--- config.mk ---
export PLATFORM = sky130hd
export DESIGN_NAME = kkt_residual_norm_reducer
export DESIGN_NICKNAME = d
export VERILOG_FILES = /design/src/rtl/krnr_pkg.sv /design/src/rtl/krnr_prep.sv /design/src/rtl/krnr_mul.sv /design/src/rtl/krnr_accum.sv /design/src/rtl/kkt_residual_norm_reducer.sv
export SDC_FILE = /design/constraint.sdc
export NUM_CORES = 2
export LEC_CHECK = 0
export BUFFER_PORTS_ARGS = -buffer_cell sky130_fd_sc_hd__buf_2
export CAP_MARGIN = 30
export CORE_ASPECT_RATIO = 1.1
export CORE_MARGIN = 2
export CORE_UTILIZATION = 64
export DETAILED_ROUTE_END_ITERATION = 6
export HOLD_SLACK_MARGIN = 0.06
export PLACE_DENSITY = 0.83
export SLEW_MARGIN = 20
export SYNTH_ARGS = -nofsm -noshare
export SYNTH_HDL_FRONTEND = slang
export SYNTH_SLANG_ARGS = --single-unit
--- constraint.sdc ---
create_clock -name i_clk -period 20.6 [get_ports i_clk]
set_input_delay 2.06 -clock i_clk [delete_from_list [all_inputs] [get_ports i_clk]]
set_output_delay 2.06 -clock i_clk [all_outputs]
set_load 0.005 [all_outputs]
--- src/rtl/krnr_pkg.sv ---
// Shared codes and types for the KKT residual norm reducer.
// No dependencies; used by every module under rtl/.
package krnr_pkg;

    localparam logic [1:0] CMD_EQ    = 2'd0;
    localparam logic [1:0] CMD_INEQ  = 2'd1;
    localparam logic [1:0] CMD_COORD = 2'd2;

    localparam int BP_LOWER = 0;
    localparam int BP_UPPER = 1;

    // per-word control carried down the pipeline
    typedef struct packed {
        logic nonfinite;
        logic last;
        logic meas;
    } t_flags;

endpackage

--- src/rtl/krnr_prep.sv ---
// Term formation stage: magnitudes, differences, violation candidates and
// multiplier operands for one word. Depends on krnr_pkg.
module krnr_prep #(
    parameter int VALUE_WIDTH = 32
) (
    input  logic                        i_clk,
    input  logic                        i_rst_n,
    input  logic                        i_adv,
    input  logic                        i_valid,
    input  logic [1:0]                  i_command,
    input  logic [VALUE_WIDTH-1:0]      i_row_residual,
    input  logic [VALUE_WIDTH-1:0]      i_row_multiplier,
    input  logic [VALUE_WIDTH-1:0]      i_x_value,
    input  logic [VALUE_WIDTH-1:0]      i_z_value,
    input  logic [VALUE_WIDTH-1:0]      i_grad_value,
    input  logic [VALUE_WIDTH-1:0]      i_lower_bound,
    input  logic [VALUE_WIDTH-1:0]      i_upper_bound,
    input  logic [1:0]                  i_bound_present,
    input  logic                        i_excluded,
    input  logic                        i_nonfinite,
    input  logic                        i_last,
    output logic                        o_valid,
    output krnr_pkg::t_flags            o_flags,
    output logic [VALUE_WIDTH-2:0]      o_eq,
    output logic [VALUE_WIDTH-2:0]      o_v0,
    output logic [VALUE_WIDTH-2:0]      o_v1,
    output logic [VALUE_WIDTH-2:0]      o_stat,
    output logic [VALUE_WIDTH-1:0]      o_pa,
    output logic [VALUE_WIDTH-1:0]      o_pb
);
    localparam int W = VALUE_WIDTH;

    function automatic logic [W-1:0] f_mag(input logic [W-1:0] a);
        logic [W-1:0] na;
        na = -a;
        return a[W-1] ? na : a;
    endfunction

    function automatic logic [W-2:0] f_sat(input logic [W-1:0] u);
        return u[W-1] ? {(W-1){1'b1}} : u[W-2:0];
    endfunction

    // magnitude of a W+1 bit signed difference, always fits W bits
    function automatic logic [W-1:0] f_absd(input logic [W:0] d);
        logic [W:0] nd;
        nd = -d;
        return d[W] ? nd[W-1:0] : d[W-1:0];
    endfunction

    function automatic logic [W-1:0] f_posd(input logic [W:0] d);
        return d[W] ? '0 : d[W-1:0];
    endfunction

    logic [W:0]   d_lo;
    logic [W:0]   d_up;
    logic [W:0]   d_gz;
    logic         lo_on;
    logic         up_on;
    logic         z_neg;
    logic         meas;

    logic [W-2:0] n_eq, n_v0, n_v1, n_stat;
    logic [W-1:0] n_pa, n_pb;

    logic                r_valid;
    krnr_pkg::t_flags    r_flags;
    logic [W-2:0]        r_eq, r_v0, r_v1, r_stat;
    logic [W-1:0]        r_pa, r_pb;

    assign d_lo  = {i_lower_bound[W-1], i_lower_bound} - {i_x_value[W-1], i_x_value};
    assign d_up  = {i_x_value[W-1], i_x_value} - {i_upper_bound[W-1], i_upper_bound};
    assign d_gz  = {i_grad_value[W-1], i_grad_value} - {i_z_value[W-1], i_z_value};
    assign lo_on = i_bound_present[krnr_pkg::BP_LOWER];
    assign up_on = i_bound_present[krnr_pkg::BP_UPPER];
    assign z_neg = i_z_value[W-1];
    assign meas  = (i_command == krnr_pkg::CMD_COORD) && !i_excluded;

    always_comb begin
        n_eq   = '0;
        n_v0   = '0;
        n_v1   = '0;
        n_stat = '0;
        n_pa   = '0;
        n_pb   = '0;
        unique case (i_command)
            krnr_pkg::CMD_EQ: begin
                n_eq = f_sat(f_mag(i_row_residual));
            end
            krnr_pkg::CMD_INEQ: begin
                if (!i_row_residual[W-1]) begin
                    n_v0 = i_row_residual[W-2:0];
                end
                n_pa = f_mag(i_row_multiplier);
                n_pb = f_mag(i_row_residual);
            end
            krnr_pkg::CMD_COORD: begin
                if (!i_excluded) begin
                    n_stat = f_sat(f_absd(d_gz));
                end
                if (lo_on) begin
                    n_v0 = f_sat(f_posd(d_lo));
                end
                if (up_on) begin
                    n_v1 = f_sat(f_posd(d_up));
                end
                // the two bound prices are exclusive on the sign of z
                if (lo_on && !z_neg) begin
                    n_pa = i_z_value;
                    n_pb = f_absd(d_lo);
                end else if (up_on && z_neg) begin
                    n_pa = f_mag(i_z_value);
                    n_pb = f_absd(d_up);
                end
            end
            default: begin
            end
        endcase
    end

    always_ff @(posedge i_clk) begin
        if (!i_rst_n) begin
            r_valid <= 1'b0;
        end else if (i_adv) begin
            r_valid <= i_valid;
        end
        if (i_adv) begin
            r_flags.nonfinite <= i_nonfinite;
            r_flags.last      <= i_last;
            r_flags.meas      <= meas;
            r_eq              <= n_eq;
            r_v0              <= n_v0;
            r_v1              <= n_v1;
            r_stat            <= n_stat;
            r_pa              <= n_pa;
            r_pb              <= n_pb;
        end
    end

    assign o_valid = r_valid;
    assign o_flags = r_flags;
    assign o_eq    = r_eq;
    assign o_v0    = r_v0;
    assign o_v1    = r_v1;
    assign o_stat  = r_stat;
    assign o_pa    = r_pa;
    assign o_pb    = r_pb;

endmodule

--- src/rtl/krnr_mul.sv ---
// Product stage: complementarity product and merge of the two violation
// candidates. Depends on krnr_pkg.
module krnr_mul #(
    parameter int VALUE_WIDTH = 32
) (
    input  logic                        i_clk,
    input  logic                        i_rst_n,
    input  logic                        i_adv,
    input  logic                        i_valid,
    input  krnr_pkg::t_flags            i_flags,
    input  logic [VALUE_WIDTH-2:0]      i_eq,
    input  logic [VALUE_WIDTH-2:0]      i_v0,
    input  logic [VALUE_WIDTH-2:0]      i_v1,
    input  logic [VALUE_WIDTH-2:0]      i_stat,
    input  logic [VALUE_WIDTH-1:0]      i_pa,
    input  logic [VALUE_WIDTH-1:0]      i_pb,
    output logic                        o_valid,
    output krnr_pkg::t_flags            o_flags,
    output logic [VALUE_WIDTH-2:0]      o_eq,
    output logic [VALUE_WIDTH-2:0]      o_viol,
    output logic [VALUE_WIDTH-2:0]      o_stat,
    output logic [2*VALUE_WIDTH-1:0]    o_prod
);
    localparam int W = VALUE_WIDTH;

    logic [2*W-1:0]      n_prod;
    logic [W-2:0]        n_viol;

    logic                r_valid;
    krnr_pkg::t_flags    r_flags;
    logic [W-2:0]        r_eq, r_viol, r_stat;
    logic [2*W-1:0]      r_prod;

    assign n_prod = {{W{1'b0}}, i_pa} * {{W{1'b0}}, i_pb};
    assign n_viol = (i_v1 > i_v0) ? i_v1 : i_v0;

    always_ff @(posedge i_clk) begin
        if (!i_rst_n) begin
            r_valid <= 1'b0;
        end else if (i_adv) begin
            r_valid <= i_valid;
        end
        if (i_adv) begin
            r_flags <= i_flags;
            r_eq    <= i_eq;
            r_viol  <= n_viol;
            r_stat  <= i_stat;
            r_prod  <= n_prod;
        end
    end

    assign o_valid = r_valid;
    assign o_flags = r_flags;
    assign o_eq    = r_eq;
    assign o_viol  = r_viol;
    assign o_stat  = r_stat;
    assign o_prod  = r_prod;

endmodule

--- src/rtl/krnr_accum.sv ---
// Running maxima and result register; clears the maxima on the last word.
// Depends on krnr_pkg.
module krnr_accum #(
    parameter int VALUE_WIDTH   = 32,
    parameter int FRACTION_BITS = 16
) (
    input  logic                        i_clk,
    input  logic                        i_rst_n,
    input  logic                        i_adv,
    input  logic                        i_valid,
    input  krnr_pkg::t_flags            i_flags,
    input  logic [VALUE_WIDTH-2:0]      i_eq,
    input  logic [VALUE_WIDTH-2:0]      i_viol,
    input  logic [VALUE_WIDTH-2:0]      i_stat,
    input  logic [2*VALUE_WIDTH-1:0]    i_prod,
    input  logic                        i_out_stall,
    output logic                        o_blocked,
    output logic                        o_out_valid,
    output logic [VALUE_WIDTH-2:0]      o_feasibility_eq,
    output logic [VALUE_WIDTH-2:0]      o_feasibility_ineq,
    output logic [VALUE_WIDTH-2:0]      o_stationarity,
    output logic [VALUE_WIDTH-2:0]      o_complementarity,
    output logic                        o_stationarity_valid,
    output logic                        o_measured
);
    localparam int W = VALUE_WIDTH;

    logic [2*W-1:0] shifted;
    logic [W-2:0]   comp;
    logic           take;

    logic [W-2:0]   n_max_eq, n_max_viol, n_max_stat, n_max_comp;
    logic           n_any, n_seen;

    logic [W-2:0]   r_max_eq, r_max_viol, r_max_stat, r_max_comp;
    logic           r_any, r_seen;

    logic           r_out_valid;
    logic [W-2:0]   r_out_eq, r_out_ineq, r_out_stat, r_out_comp;
    logic           r_out_stat_valid, r_out_measured;

    // truncate the Q product, then clamp to the largest positive value
    assign shifted = i_prod >> FRACTION_BITS;
    assign comp    = (shifted[2*W-1:W-1] != '0) ? {(W-1){1'b1}} : shifted[W-2:0];
    assign take    = i_adv && i_valid;

    assign n_max_eq   = (i_eq   > r_max_eq)   ? i_eq   : r_max_eq;
    assign n_max_viol = (i_viol > r_max_viol) ? i_viol : r_max_viol;
    assign n_max_stat = (i_stat > r_max_stat) ? i_stat : r_max_stat;
    assign n_max_comp = (comp   > r_max_comp) ? comp   : r_max_comp;
    assign n_any      = r_any  | i_flags.meas;
    assign n_seen     = r_seen | i_flags.nonfinite;

    always_ff @(posedge i_clk) begin
        if (!i_rst_n) begin
            r_max_eq    <= '0;
            r_max_viol  <= '0;
            r_max_stat  <= '0;
            r_max_comp  <= '0;
            r_any       <= 1'b0;
            r_seen      <= 1'b0;
            r_out_valid <= 1'b0;
        end else begin
            if (take && i_flags.last) begin
                r_max_eq    <= '0;
                r_max_viol  <= '0;
                r_max_stat  <= '0;
                r_max_comp  <= '0;
                r_any       <= 1'b0;
                r_seen      <= 1'b0;
                r_out_valid <= 1'b1;
            end else begin
                if (take) begin
                    r_max_eq   <= n_max_eq;
                    r_max_viol <= n_max_viol;
                    r_max_stat <= n_max_stat;
                    r_max_comp <= n_max_comp;
                    r_any      <= n_any;
                    r_seen     <= n_seen;
                end
                if (!i_out_stall) begin
                    r_out_valid <= 1'b0;
                end
            end
        end
        if (take && i_flags.last) begin
            r_out_eq         <= n_seen ? '0 : n_max_eq;
            r_out_ineq       <= n_seen ? '0 : n_max_viol;
            r_out_stat       <= (n_seen || !n_any) ? '0 : n_max_stat;
            r_out_comp       <= n_seen ? '0 : n_max_comp;
            r_out_stat_valid <= !n_seen && n_any;
            r_out_measured   <= !n_seen;
        end
    end

    // a last word can only retire once the result register is free
    assign o_blocked            = i_valid && i_flags.last && r_out_valid && i_out_stall;
    assign o_out_valid          = r_out_valid;
    assign o_feasibility_eq     = r_out_eq;
    assign o_feasibility_ineq   = r_out_ineq;
    assign o_stationarity       = r_out_stat;
    assign o_complementarity    = r_out_comp;
    assign o_stationarity_valid = r_out_stat_valid;
    assign o_measured           = r_out_measured;

    a_unmeasured_zero: assert property (@(posedge i_clk) disable iff (!i_rst_n)
        r_out_valid && !r_out_measured |->
            r_out_eq == '0 && r_out_ineq == '0 && r_out_stat == '0 &&
            r_out_comp == '0 && !r_out_stat_valid)
        else $error("unmeasured result carries nonzero fields");

    a_stat_invalid_zero: assert property (@(posedge i_clk) disable iff (!i_rst_n)
        r_out_valid && !r_out_stat_valid |-> r_out_stat == '0)
        else $error("stationarity nonzero while flagged invalid");

    a_clear_after_last: assert property (@(posedge i_clk) disable iff (!i_rst_n)
        take && i_flags.last |=>
            r_max_eq == '0 && r_max_viol == '0 && r_max_stat == '0 &&
            r_max_comp == '0 && !r_any && !r_seen && r_out_valid)
        else $error("maxima not cleared after last word");

    a_monotonic: assert property (@(posedge i_clk) disable iff (!i_rst_n)
        !take || !i_flags.last |=>
            r_max_eq >= $past(r_max_eq) && r_max_viol >= $past(r_max_viol) &&
            r_max_stat >= $past(r_max_stat) && r_max_comp >= $past(r_max_comp))
        else $error("running maximum decreased without a last word");

endmodule

--- src/rtl/kkt_residual_norm_reducer.sv ---
// KKT residual infinity-norm reducer: takes one word (equality row,
// inequality row or coordinate) per cycle and keeps four saturating running
// maxima in unsigned Q(VALUE_WIDTH-1-FRACTION_BITS).FRACTION_BITS. A result
// word is presented once the last word of a problem has passed the input
// register, term formation, one VALUE_WIDTH x VALUE_WIDTH multiply and the max
// update into the result register. The multiplier stage sets the clock.
// Input stalls only when a last word reaches the accumulator while the
// previous result still waits to be taken; otherwise one word per cycle.
// Depends on krnr_pkg, krnr_prep, krnr_mul and krnr_accum.
module kkt_residual_norm_reducer #(
    parameter int VALUE_WIDTH   = 32,
    parameter int FRACTION_BITS = 16
) (
    input  logic                        i_clk,
    input  logic                        i_rst_n,
    input  logic                        i_in_valid,
    output logic                        o_in_stall,
    input  logic [1:0]                  i_command,
    input  logic [VALUE_WIDTH-1:0]      i_row_residual,
    input  logic [VALUE_WIDTH-1:0]      i_row_multiplier,
    input  logic [VALUE_WIDTH-1:0]      i_x_value,
    input  logic [VALUE_WIDTH-1:0]      i_z_value,
    input  logic [VALUE_WIDTH-1:0]      i_grad_value,
    input  logic [VALUE_WIDTH-1:0]      i_lower_bound,
    input  logic [VALUE_WIDTH-1:0]      i_upper_bound,
    input  logic [1:0]                  i_bound_present,
    input  logic                        i_excluded,
    input  logic                        i_nonfinite,
    input  logic                        i_last,
    output logic                        o_out_valid,
    input  logic                        i_out_stall,
    output logic [VALUE_WIDTH-2:0]      o_feasibility_eq,
    output logic [VALUE_WIDTH-2:0]      o_feasibility_ineq,
    output logic [VALUE_WIDTH-2:0]      o_stationarity,
    output logic [VALUE_WIDTH-2:0]      o_complementarity,
    output logic                        o_stationarity_valid,
    output logic                        o_measured
);
    localparam int W = VALUE_WIDTH;

    logic adv;
    logic blocked;

    // input register
    logic           r_valid;
    logic [1:0]     r_command;
    logic [W-1:0]   r_res, r_lam, r_x, r_z, r_g, r_lo, r_up;
    logic [1:0]     r_bp;
    logic           r_excl, r_nf, r_last;

    logic               p_valid;
    krnr_pkg::t_flags   p_flags;
    logic [W-2:0]       p_eq, p_v0, p_v1, p_stat;
    logic [W-1:0]       p_pa, p_pb;

    logic               m_valid;
    krnr_pkg::t_flags   m_flags;
    logic [W-2:0]       m_eq, m_viol, m_stat;
    logic [2*W-1:0]     m_prod;

    assign adv        = !blocked;
    assign o_in_stall = blocked;

    always_ff @(posedge i_clk) begin
        if (!i_rst_n) begin
            r_valid <= 1'b0;
        end else if (adv) begin
            r_valid <= i_in_valid;
        end
        if (adv && i_in_valid) begin
            r_command <= i_command;
            r_res     <= i_row_residual;
            r_lam     <= i_row_multiplier;
            r_x       <= i_x_value;
            r_z       <= i_z_value;
            r_g       <= i_grad_value;
            r_lo      <= i_lower_bound;
            r_up      <= i_upper_bound;
            r_bp      <= i_bound_present;
            r_excl    <= i_excluded;
            r_nf      <= i_nonfinite;
            r_last    <= i_last;
        end
    end

    krnr_prep #(
        .VALUE_WIDTH (VALUE_WIDTH)
    ) u_prep (
        .i_clk            (i_clk),
        .i_rst_n          (i_rst_n),
        .i_adv            (adv),
        .i_valid          (r_valid),
        .i_command        (r_command),
        .i_row_residual   (r_res),
        .i_row_multiplier (r_lam),
        .i_x_value        (r_x),
        .i_z_value        (r_z),
        .i_grad_value     (r_g),
        .i_lower_bound    (r_lo),
        .i_upper_bound    (r_up),
        .i_bound_present  (r_bp),
        .i_excluded       (r_excl),
        .i_nonfinite      (r_nf),
        .i_last           (r_last),
        .o_valid          (p_valid),
        .o_flags          (p_flags),
        .o_eq             (p_eq),
        .o_v0             (p_v0),
        .o_v1             (p_v1),
        .o_stat           (p_stat),
        .o_pa             (p_pa),
        .o_pb             (p_pb)
    );

    krnr_mul #(
        .VALUE_WIDTH (VALUE_WIDTH)
    ) u_mul (
        .i_clk   (i_clk),
        .i_rst_n (i_rst_n),
        .i_adv   (adv),
        .i_valid (p_valid),
        .i_flags (p_flags),
        .i_eq    (p_eq),
        .i_v0    (p_v0),
        .i_v1    (p_v1),
        .i_stat  (p_stat),
        .i_pa    (p_pa),
        .i_pb    (p_pb),
        .o_valid (m_valid),
        .o_flags (m_flags),
        .o_eq    (m_eq),
        .o_viol  (m_viol),
        .o_stat  (m_stat),
        .o_prod  (m_prod)
    );

    krnr_accum #(
        .VALUE_WIDTH   (VALUE_WIDTH),
        .FRACTION_BITS (FRACTION_BITS)
    ) u_accum (
        .i_clk                (i_clk),
        .i_rst_n              (i_rst_n),
        .i_adv                (adv),
        .i_valid              (m_valid),
        .i_flags              (m_flags),
        .i_eq                 (m_eq),
        .i_viol               (m_viol),
        .i_stat               (m_stat),
        .i_prod               (m_prod),
        .i_out_stall          (i_out_stall),
        .o_blocked            (blocked),
        .o_out_valid          (o_out_valid),
        .o_feasibility_eq     (o_feasibility_eq),
        .o_feasibility_ineq   (o_feasibility_ineq),
        .o_stationarity       (o_stationarity),
        .o_complementarity    (o_complementarity),
        .o_stationarity_valid (o_stationarity_valid),
        .o_measured           (o_measured)
    );

endmodule
Word level (Yosys, flattened, before mapping)
Cells that the tools add are included.
{"block": "word_totals", "regBits": 838, "input_bits": 235, "output_inout_bits": 128, "elab_cells": 116}
{"block": "op_classes", "add_sub_neg": 9, "n_mul": 1, "magnitude_cmp": 5, "eq_ne": 3, "muxes": 29, "bitwise": 4, "reduce_logical": 21}
{"operator": "$mux 32", "n": 12}
{"operator": "$mux 31", "n": 12}
{"operator": "$neg 32->32", "n": 6}
{"operator": "$gt 31x31->1", "n": 5}
{"operator": "$pmux 32 s2", "n": 2}
{"operator": "$sub 32x32->33", "n": 3}
{"operator": "$mul 32x32->64", "n": 1}
{"operator": "$pmux 31 s2", "n": 1}
{"operator": "$reduce_bool 33->1", "n": 1}
{"operator": "$logic_and 1x1->1", "n": 10}
{"operator": "$logic_not 1->1", "n": 5}
{"operator": "$reduce_or 2->1", "n": 2}
{"operator": "$eq 2x1->1 const B", "n": 1}
{"operator": "$eq 2x2->1 const B", "n": 1}
{"operator": "$logic_not 2->1", "n": 1}
{"operator": "$mux 1", "n": 2}
{"operator": "$ne 2x1->1 const B", "n": 1}
{"operator": "$not 1->1", "n": 2}
{"operator": "$or 1x1->1", "n": 2}
{"operator": "$reduce_and 2->1", "n": 1}
{"operator": "$logic_or 1x1->1", "n": 1}

Depth between registers and ports, before layout
{"block": "logic_depth", "depth_word": 7, "mapped_depth": 31, "depth_no_buf": 30}

Modules after synthesis
A second synthesis with hierarchy kept.
{"block": "hier_totals", "hier_cells": 8084, "area_unflattened_um2": 79621.4}
{"mod": "krnr_mul", "instances": 1, "cells_per_inst": 4067, "area_each_um2": 39454.1, "seq_area_each_um2": 4824.6}
{"mod": "krnr_prep", "instances": 1, "cells_per_inst": 2165, "area_each_um2": 18360.1, "seq_area_each_um2": 5755.5}
{"mod": "krnr_accum", "instances": 1, "cells_per_inst": 1616, "area_each_um2": 14826.7, "seq_area_each_um2": 6326.1}
{"mod": "kkt_residual_norm_reducer", "instances": 1, "cells_per_inst": 236, "area_each_um2": 6980.4, "seq_area_each_um2": 6956.7}

Worst setup path before layout
Ideal clock, no wire load.
{"block": "synth_path", "kind": "in2reg", "from": "input i_out_stall", "to": "register r_bp[0], enable pin", "setup_time_ns": 1.271, "t_arrival_ns": 17.351, "required_ns": 19.329, "slack_ns": 1.978, "path_stages": 2, "path_buffers": 0, "path_cell_list": "nand4_1 and2_1"}
{"block": "synth_via", "elab_chain_len": 3}
{"item": "from (decl)", "line_no": "kkt_residual_norm_reducer.sv:31", "text": "input logic i_out_stall,"}
{"item": "$logic_and 1x1->1", "line_no": "krnr_accum.sv:97", "text": "assign o_blocked = i_valid && i_flags.last && r_out_valid && i_out_stall;"}
{"item": "$logic_not 1->1", "line_no": "kkt_residual_norm_reducer.sv:61", "text": "assign adv = !blocked;"}
{"item": "$logic_and 1x1->1", "line_no": "kkt_residual_norm_reducer.sv:70", "text": "if (adv && i_in_valid) begin"}
{"item": "to (signal assigned)", "line_no": "kkt_residual_norm_reducer.sv:79", "text": "r_bp <= i_bound_present;"}
{"item": "to (decl)", "line_no": "kkt_residual_norm_reducer.sv:48", "text": "logic [1:0] r_bp;"}
No other way between the ends.
A chain may end at the register's enable or synchronous reset.

Worst setup path after layout
{"block": "layout_path", "from": "register u_prep.r_pb[2], in the netlist u_prep.o_pb[2]", "to": "register u_mul.r_prod[47], in the netlist u_mul.o_prod[47] (data pin)"}
{"block": "layout_via", "elab_chain_len": 1}
{"item": "from (decl)", "line_no": "krnr_prep.sv:68", "text": "logic [W-1:0] r_pa, r_pb;"}
{"item": "from (signal assigned)", "line_no": "krnr_prep.sv:135", "text": "r_pb <= n_pb;"}
{"item": "$mul 32x32->64", "line_no": "krnr_mul.sv:34", "text": "assign n_prod = {{W{1'b0}}, i_pa} * {{W{1'b0}}, i_pb};"}
{"item": "net u_mul.n_prod[47]", "line_no": "krnr_mul.sv:26", "text": "logic [2*W-1:0] n_prod;"}
{"item": "to (signal assigned)", "line_no": "krnr_mul.sv:48", "text": "r_prod <= n_prod;"}
{"item": "to (decl)", "line_no": "krnr_mul.sv:32", "text": "logic [2*W-1:0] r_prod;"}
The timed path passes the listed nets, and every way through them passes these cells.

==> qor.yml <==
sta:
  tightestPinTransition_ns: 1.02
  final.setup_skew_ns: 0.0449
  fmaxAchievable_mhz: 102
  setup-tns-final_ns: 0
  final_min_period_over_clock_period: 0.477
  timing.slew.headroom: 0.313
  period_needed_ns: 9.84
  setup-violations-final: 0
  timing.final.hold_violations: 0
  grt_setup_unrepaired: "no"
  timing.final.ws_setup_ns: 10.76
  slew_violations: 0
die:
  design.core.area_mm2: 0.119
  die_area_mm2: 0.123
  start_util: 0.644
  die_x_um: 334
  io_pins: 363
  fp.dieH_um: 367
  rows: 133
critical_path:
  data_required_time_at_the_worst_endpoint_ns: 21.05
  cp_max_fo: 32
  type_of_the_worst_setup_path: "reg2reg"
  timing.reg2reg.setup_slack_ns: 10.76
  crit_arrival_ns: 10.29
  worst_setup_path_start_kind: "register"
  endpoint_kind: "register"
cts:
  ctsResizeCount: 0
  clock_latency_ns: 0.73
  numCtsBuffers: 86
  cts_setup_buffers: 0
  cts_num_sinks: 822
  cts_tree: "done"
  cts-hold-fix-buffers: 0
  clk_pin_slew_ns: 0.06
  clock_tree.buffer_depth: 3
  clockRootBuffer: "sky130_fd_sc_hd__clkbuf_16"
  htree_levels: 3
yosys:
  synth_edf_count: 692
  seq_area_frac_synth: 0.305
  synth_nets: 9355
  syn-cell-area_mm2: 0.0767
  synth_common_cells: "sky130_fd_sc_hd__inv_1 (1239), sky130_fd_sc_hd__fa_1 (898), sky130_fd_sc_hd__nand2_1 (781)"
  synth_top_area_frac: 0.271
  postSynthAreaPerCell_um2: 9.96
  yosysWarningCount: 0
  postSynthRegisterBits: 822
  post-synth-top-area-cell: "sky130_fd_sc_hd__edfxtp_1"
  netlist-cell-type-count: 85
  mapped_cells: 7702
  yosysMostFrequentCell: "sky130_fd_sc_hd__inv_1"
  synth_ff_type: "sky130_fd_sc_hd__edfxtp_1"
  async_flop_share: 0
  main_area_contributors_after_synthesis: "sky130_fd_sc_hd__edfxtp_1 (27%), sky130_fd_sc_hd__fa_1 (23%), sky130_fd_sc_hd__ha_1 (8.5%), sky130_fd_sc_hd__inv_1 (6.1%), sky130_fd_sc_hd__and2_1 (4.9%)"
placed_design:
  placement.io_buffers: 362
  detailedPlacementHpwl_um: 163000
  finalWeightedCongestion: 0.989
  placedCellCount: 9326
  post-place-ws_ns: 10.70
global_routing:
  gr-total-overflow: 0
  number_of_antenna_violations_at_the_first_check_in_global_routing: 9
  globalRouteTotalUtil: 0.346
  grt_pass1_wl_um: 327000
  grt_start_max_net_pins: 150
  first_global_vias: 58800
final_layout:
  drive_gt1_frac: 0.0890
  area_delta_synth_final_pct: 8.41
  final-instance-count-excl-fill: 9498
  final_nets: 9525
  filler_cell_count: 8687
routing:
  drc: 4
  totalWireLength_um: 210000
  vias_per_cell: 6.06
  routed-via-count: 57500
  drt_iter0_drc: 5458
  drt_pre_antenna_iters: 7
  route.detailed.wl_per_inst_um: 22.2
  drtAntennaViolNets: 0
pwr:
  total_power_mw: 6.05
  cellPowerDensity_mw_per_mm2: 72.8
  vdd_drop_max_v: 0.000150
  power.leakage_nw: 37.3
min_path:
  min-delay-path-class: "reg2reg"
status:
  status: "complete, but fails checks"
  violated_checks: "DRC"
run:
  cap_viol_max_count: 0
==> metrics by stage <==
| step | util | hold WS, ns | cell area, um^2 |
|---|---|---|---|
| global route | 0.698 | 0.422 | 83200 |
| CTS | 0.697 | 0.409 | 83000 |
| detailed placement | 0.672 | 0.405 | 80100 |
| global placement | 0.669 | 0.402 | 79700 |
| finish | 0.698 | 0.412 | 83200 |
| floorplan | - | 0.400 | 76700 |
==> sequential cells by signal (all words and copies together), names as in the netlist, 32 cells and up <==
register	cells
r_g	32
r_lam	32
r_lo	32
r_res	32
r_up	32
r_x	32
r_z	32
u_mul.o_prod	48
u_prep.o_pa	32
u_prep.o_pb	32
==> metal layers <==
| layer | vias up | routed length, um | GRT usage |
|---|---|---|---|
| met5 | - | 69 | 0 |
| met4 | 2 | 13700 | 0.203 |
| met3 | 722 | 19000 | 0.0645 |
| met2 | 2963 | 100000 | 0.564 |
| met1 | 28300 | 77300 | 0.431 |
| li1 | 25600 | - | - |
==> cells in the final DEF, fill, tap and decap left out, drive strengths merged, types with 31 or more instances in the layout <==
master and count:
a211oi 78, a21boi 43, a21o 121, a21oi 366, a22oi 42, a31oi 38
and2 605, buf 477, clkbuf 104, clkinv 32, dfxtp 130, edfxtp 692
fa 898, ha 520, inv 1246, mux2 36, mux2i 131, nand2 781
nand2b 33, nand3 88, nand4 67, nor2 359, nor2b 52, nor3 51
nor4 33, o21a 57, o21ai 177, o31ai 72, or3 31, xnor2 183
xor2 98
==> final timing paths <==
path,to,cells past startpoint,startpoint
worst min-delay path,u_mul.o_eq[0]$_DFFE_PN_,0,u_prep.o_eq[0]$_SDFFCE_PP0N_
worst max register to register,u_mul.o_prod[47]$_DFFE_PN_,24,u_prep.o_pb[2]$_DFFE_PN_
worst min register to register,u_mul.o_eq[0]$_DFFE_PN_,0,u_prep.o_eq[0]$_SDFFCE_PP0N_
worst max-delay path,u_mul.o_prod[47]$_DFFE_PN_,24,u_prep.o_pb[2]$_DFFE_PN_
==> report_power, final <==
part | switching, mW | total [mW] | leakage (nW) | internal (mW)
Clock | 0.711 | 1.61 | 1.38 | 0.899
Combinational | 1.49 | 2.34 | 27.4 | 0.858
Sequential | 0.115 | 2.10 | 8.51 | 1.98
Total | 2.31 | 6.05 | 37.3 | 3.74
==> final cells by class <==
| class | instances | area, um^2 | area share |
|---|---|---|---|
| antenna | 1 | 2.50 | 0.0000301 |
| clock buffer | 104 | 2260 | 0.0272 |
| clock inverter | 57 | 657 | 0.00790 |
| inverter | 1241 | 4660 | 0.0560 |
| multi-input combinational | 5244 | 47300 | 0.568 |
| sequential | 822 | 23400 | 0.281 |
| tap | 1552 | 1940 | 0.0233 |
| timing repair buffer | 477 | 2990 | 0.0359 |
==> logic make-up (layout without fill, tap and decap cells) <==
| group | Yosys count | after routing | share of synthesized area |
|---|---|---|---|
| AO/OA/AOI/OAI | 1170 | 1170 | 0.0987 |
| multiplexers | 167 | 167 | 0.0224 |
| buffers and inverters | 1636 | 1879 | 0.0804 |
| other | 0 | 1 | 0 |
| XOR/XNOR | 281 | 281 | 0.0322 |
| adder cells (fa/ha/maj) | 1418 | 1418 | 0.319 |
| flip-flops | 822 | 822 | 0.305 |
| AND/OR/NAND/NOR | 2208 | 2208 | 0.142 |
==> critical path: stages (launching register included) <==
cell                        delay (ns)
sky130_fd_sc_hd__edfxtp_1         0.79
sky130_fd_sc_hd__and2_1           0.37
sky130_fd_sc_hd__fa_1             0.54
sky130_fd_sc_hd__inv_1            0.05
sky130_fd_sc_hd__fa_1             0.49
sky130_fd_sc_hd__fa_1             0.49
sky130_fd_sc_hd__fa_1             0.57
sky130_fd_sc_hd__inv_1            0.05
sky130_fd_sc_hd__ha_1             0.27
sky130_fd_sc_hd__ha_1             0.29
sky130_fd_sc_hd__fa_1             0.49
sky130_fd_sc_hd__inv_1            0.05
sky130_fd_sc_hd__fa_1             0.48
sky130_fd_sc_hd__inv_1            0.05
sky130_fd_sc_hd__ha_1             0.31
sky130_fd_sc_hd__a211o_1          0.28
sky130_fd_sc_hd__a2111oi_0        0.87
sky130_fd_sc_hd__nor4_1           0.25
sky130_fd_sc_hd__or4b_2           0.74
sky130_fd_sc_hd__a41oi_1          0.55
sky130_fd_sc_hd__o22ai_1          0.47
sky130_fd_sc_hd__or2_2            0.45
sky130_fd_sc_hd__a221oi_1         0.35
sky130_fd_sc_hd__o21ai_0          0.15
sky130_fd_sc_hd__xor2_1           0.16
(Power assumes the default switching activity.)
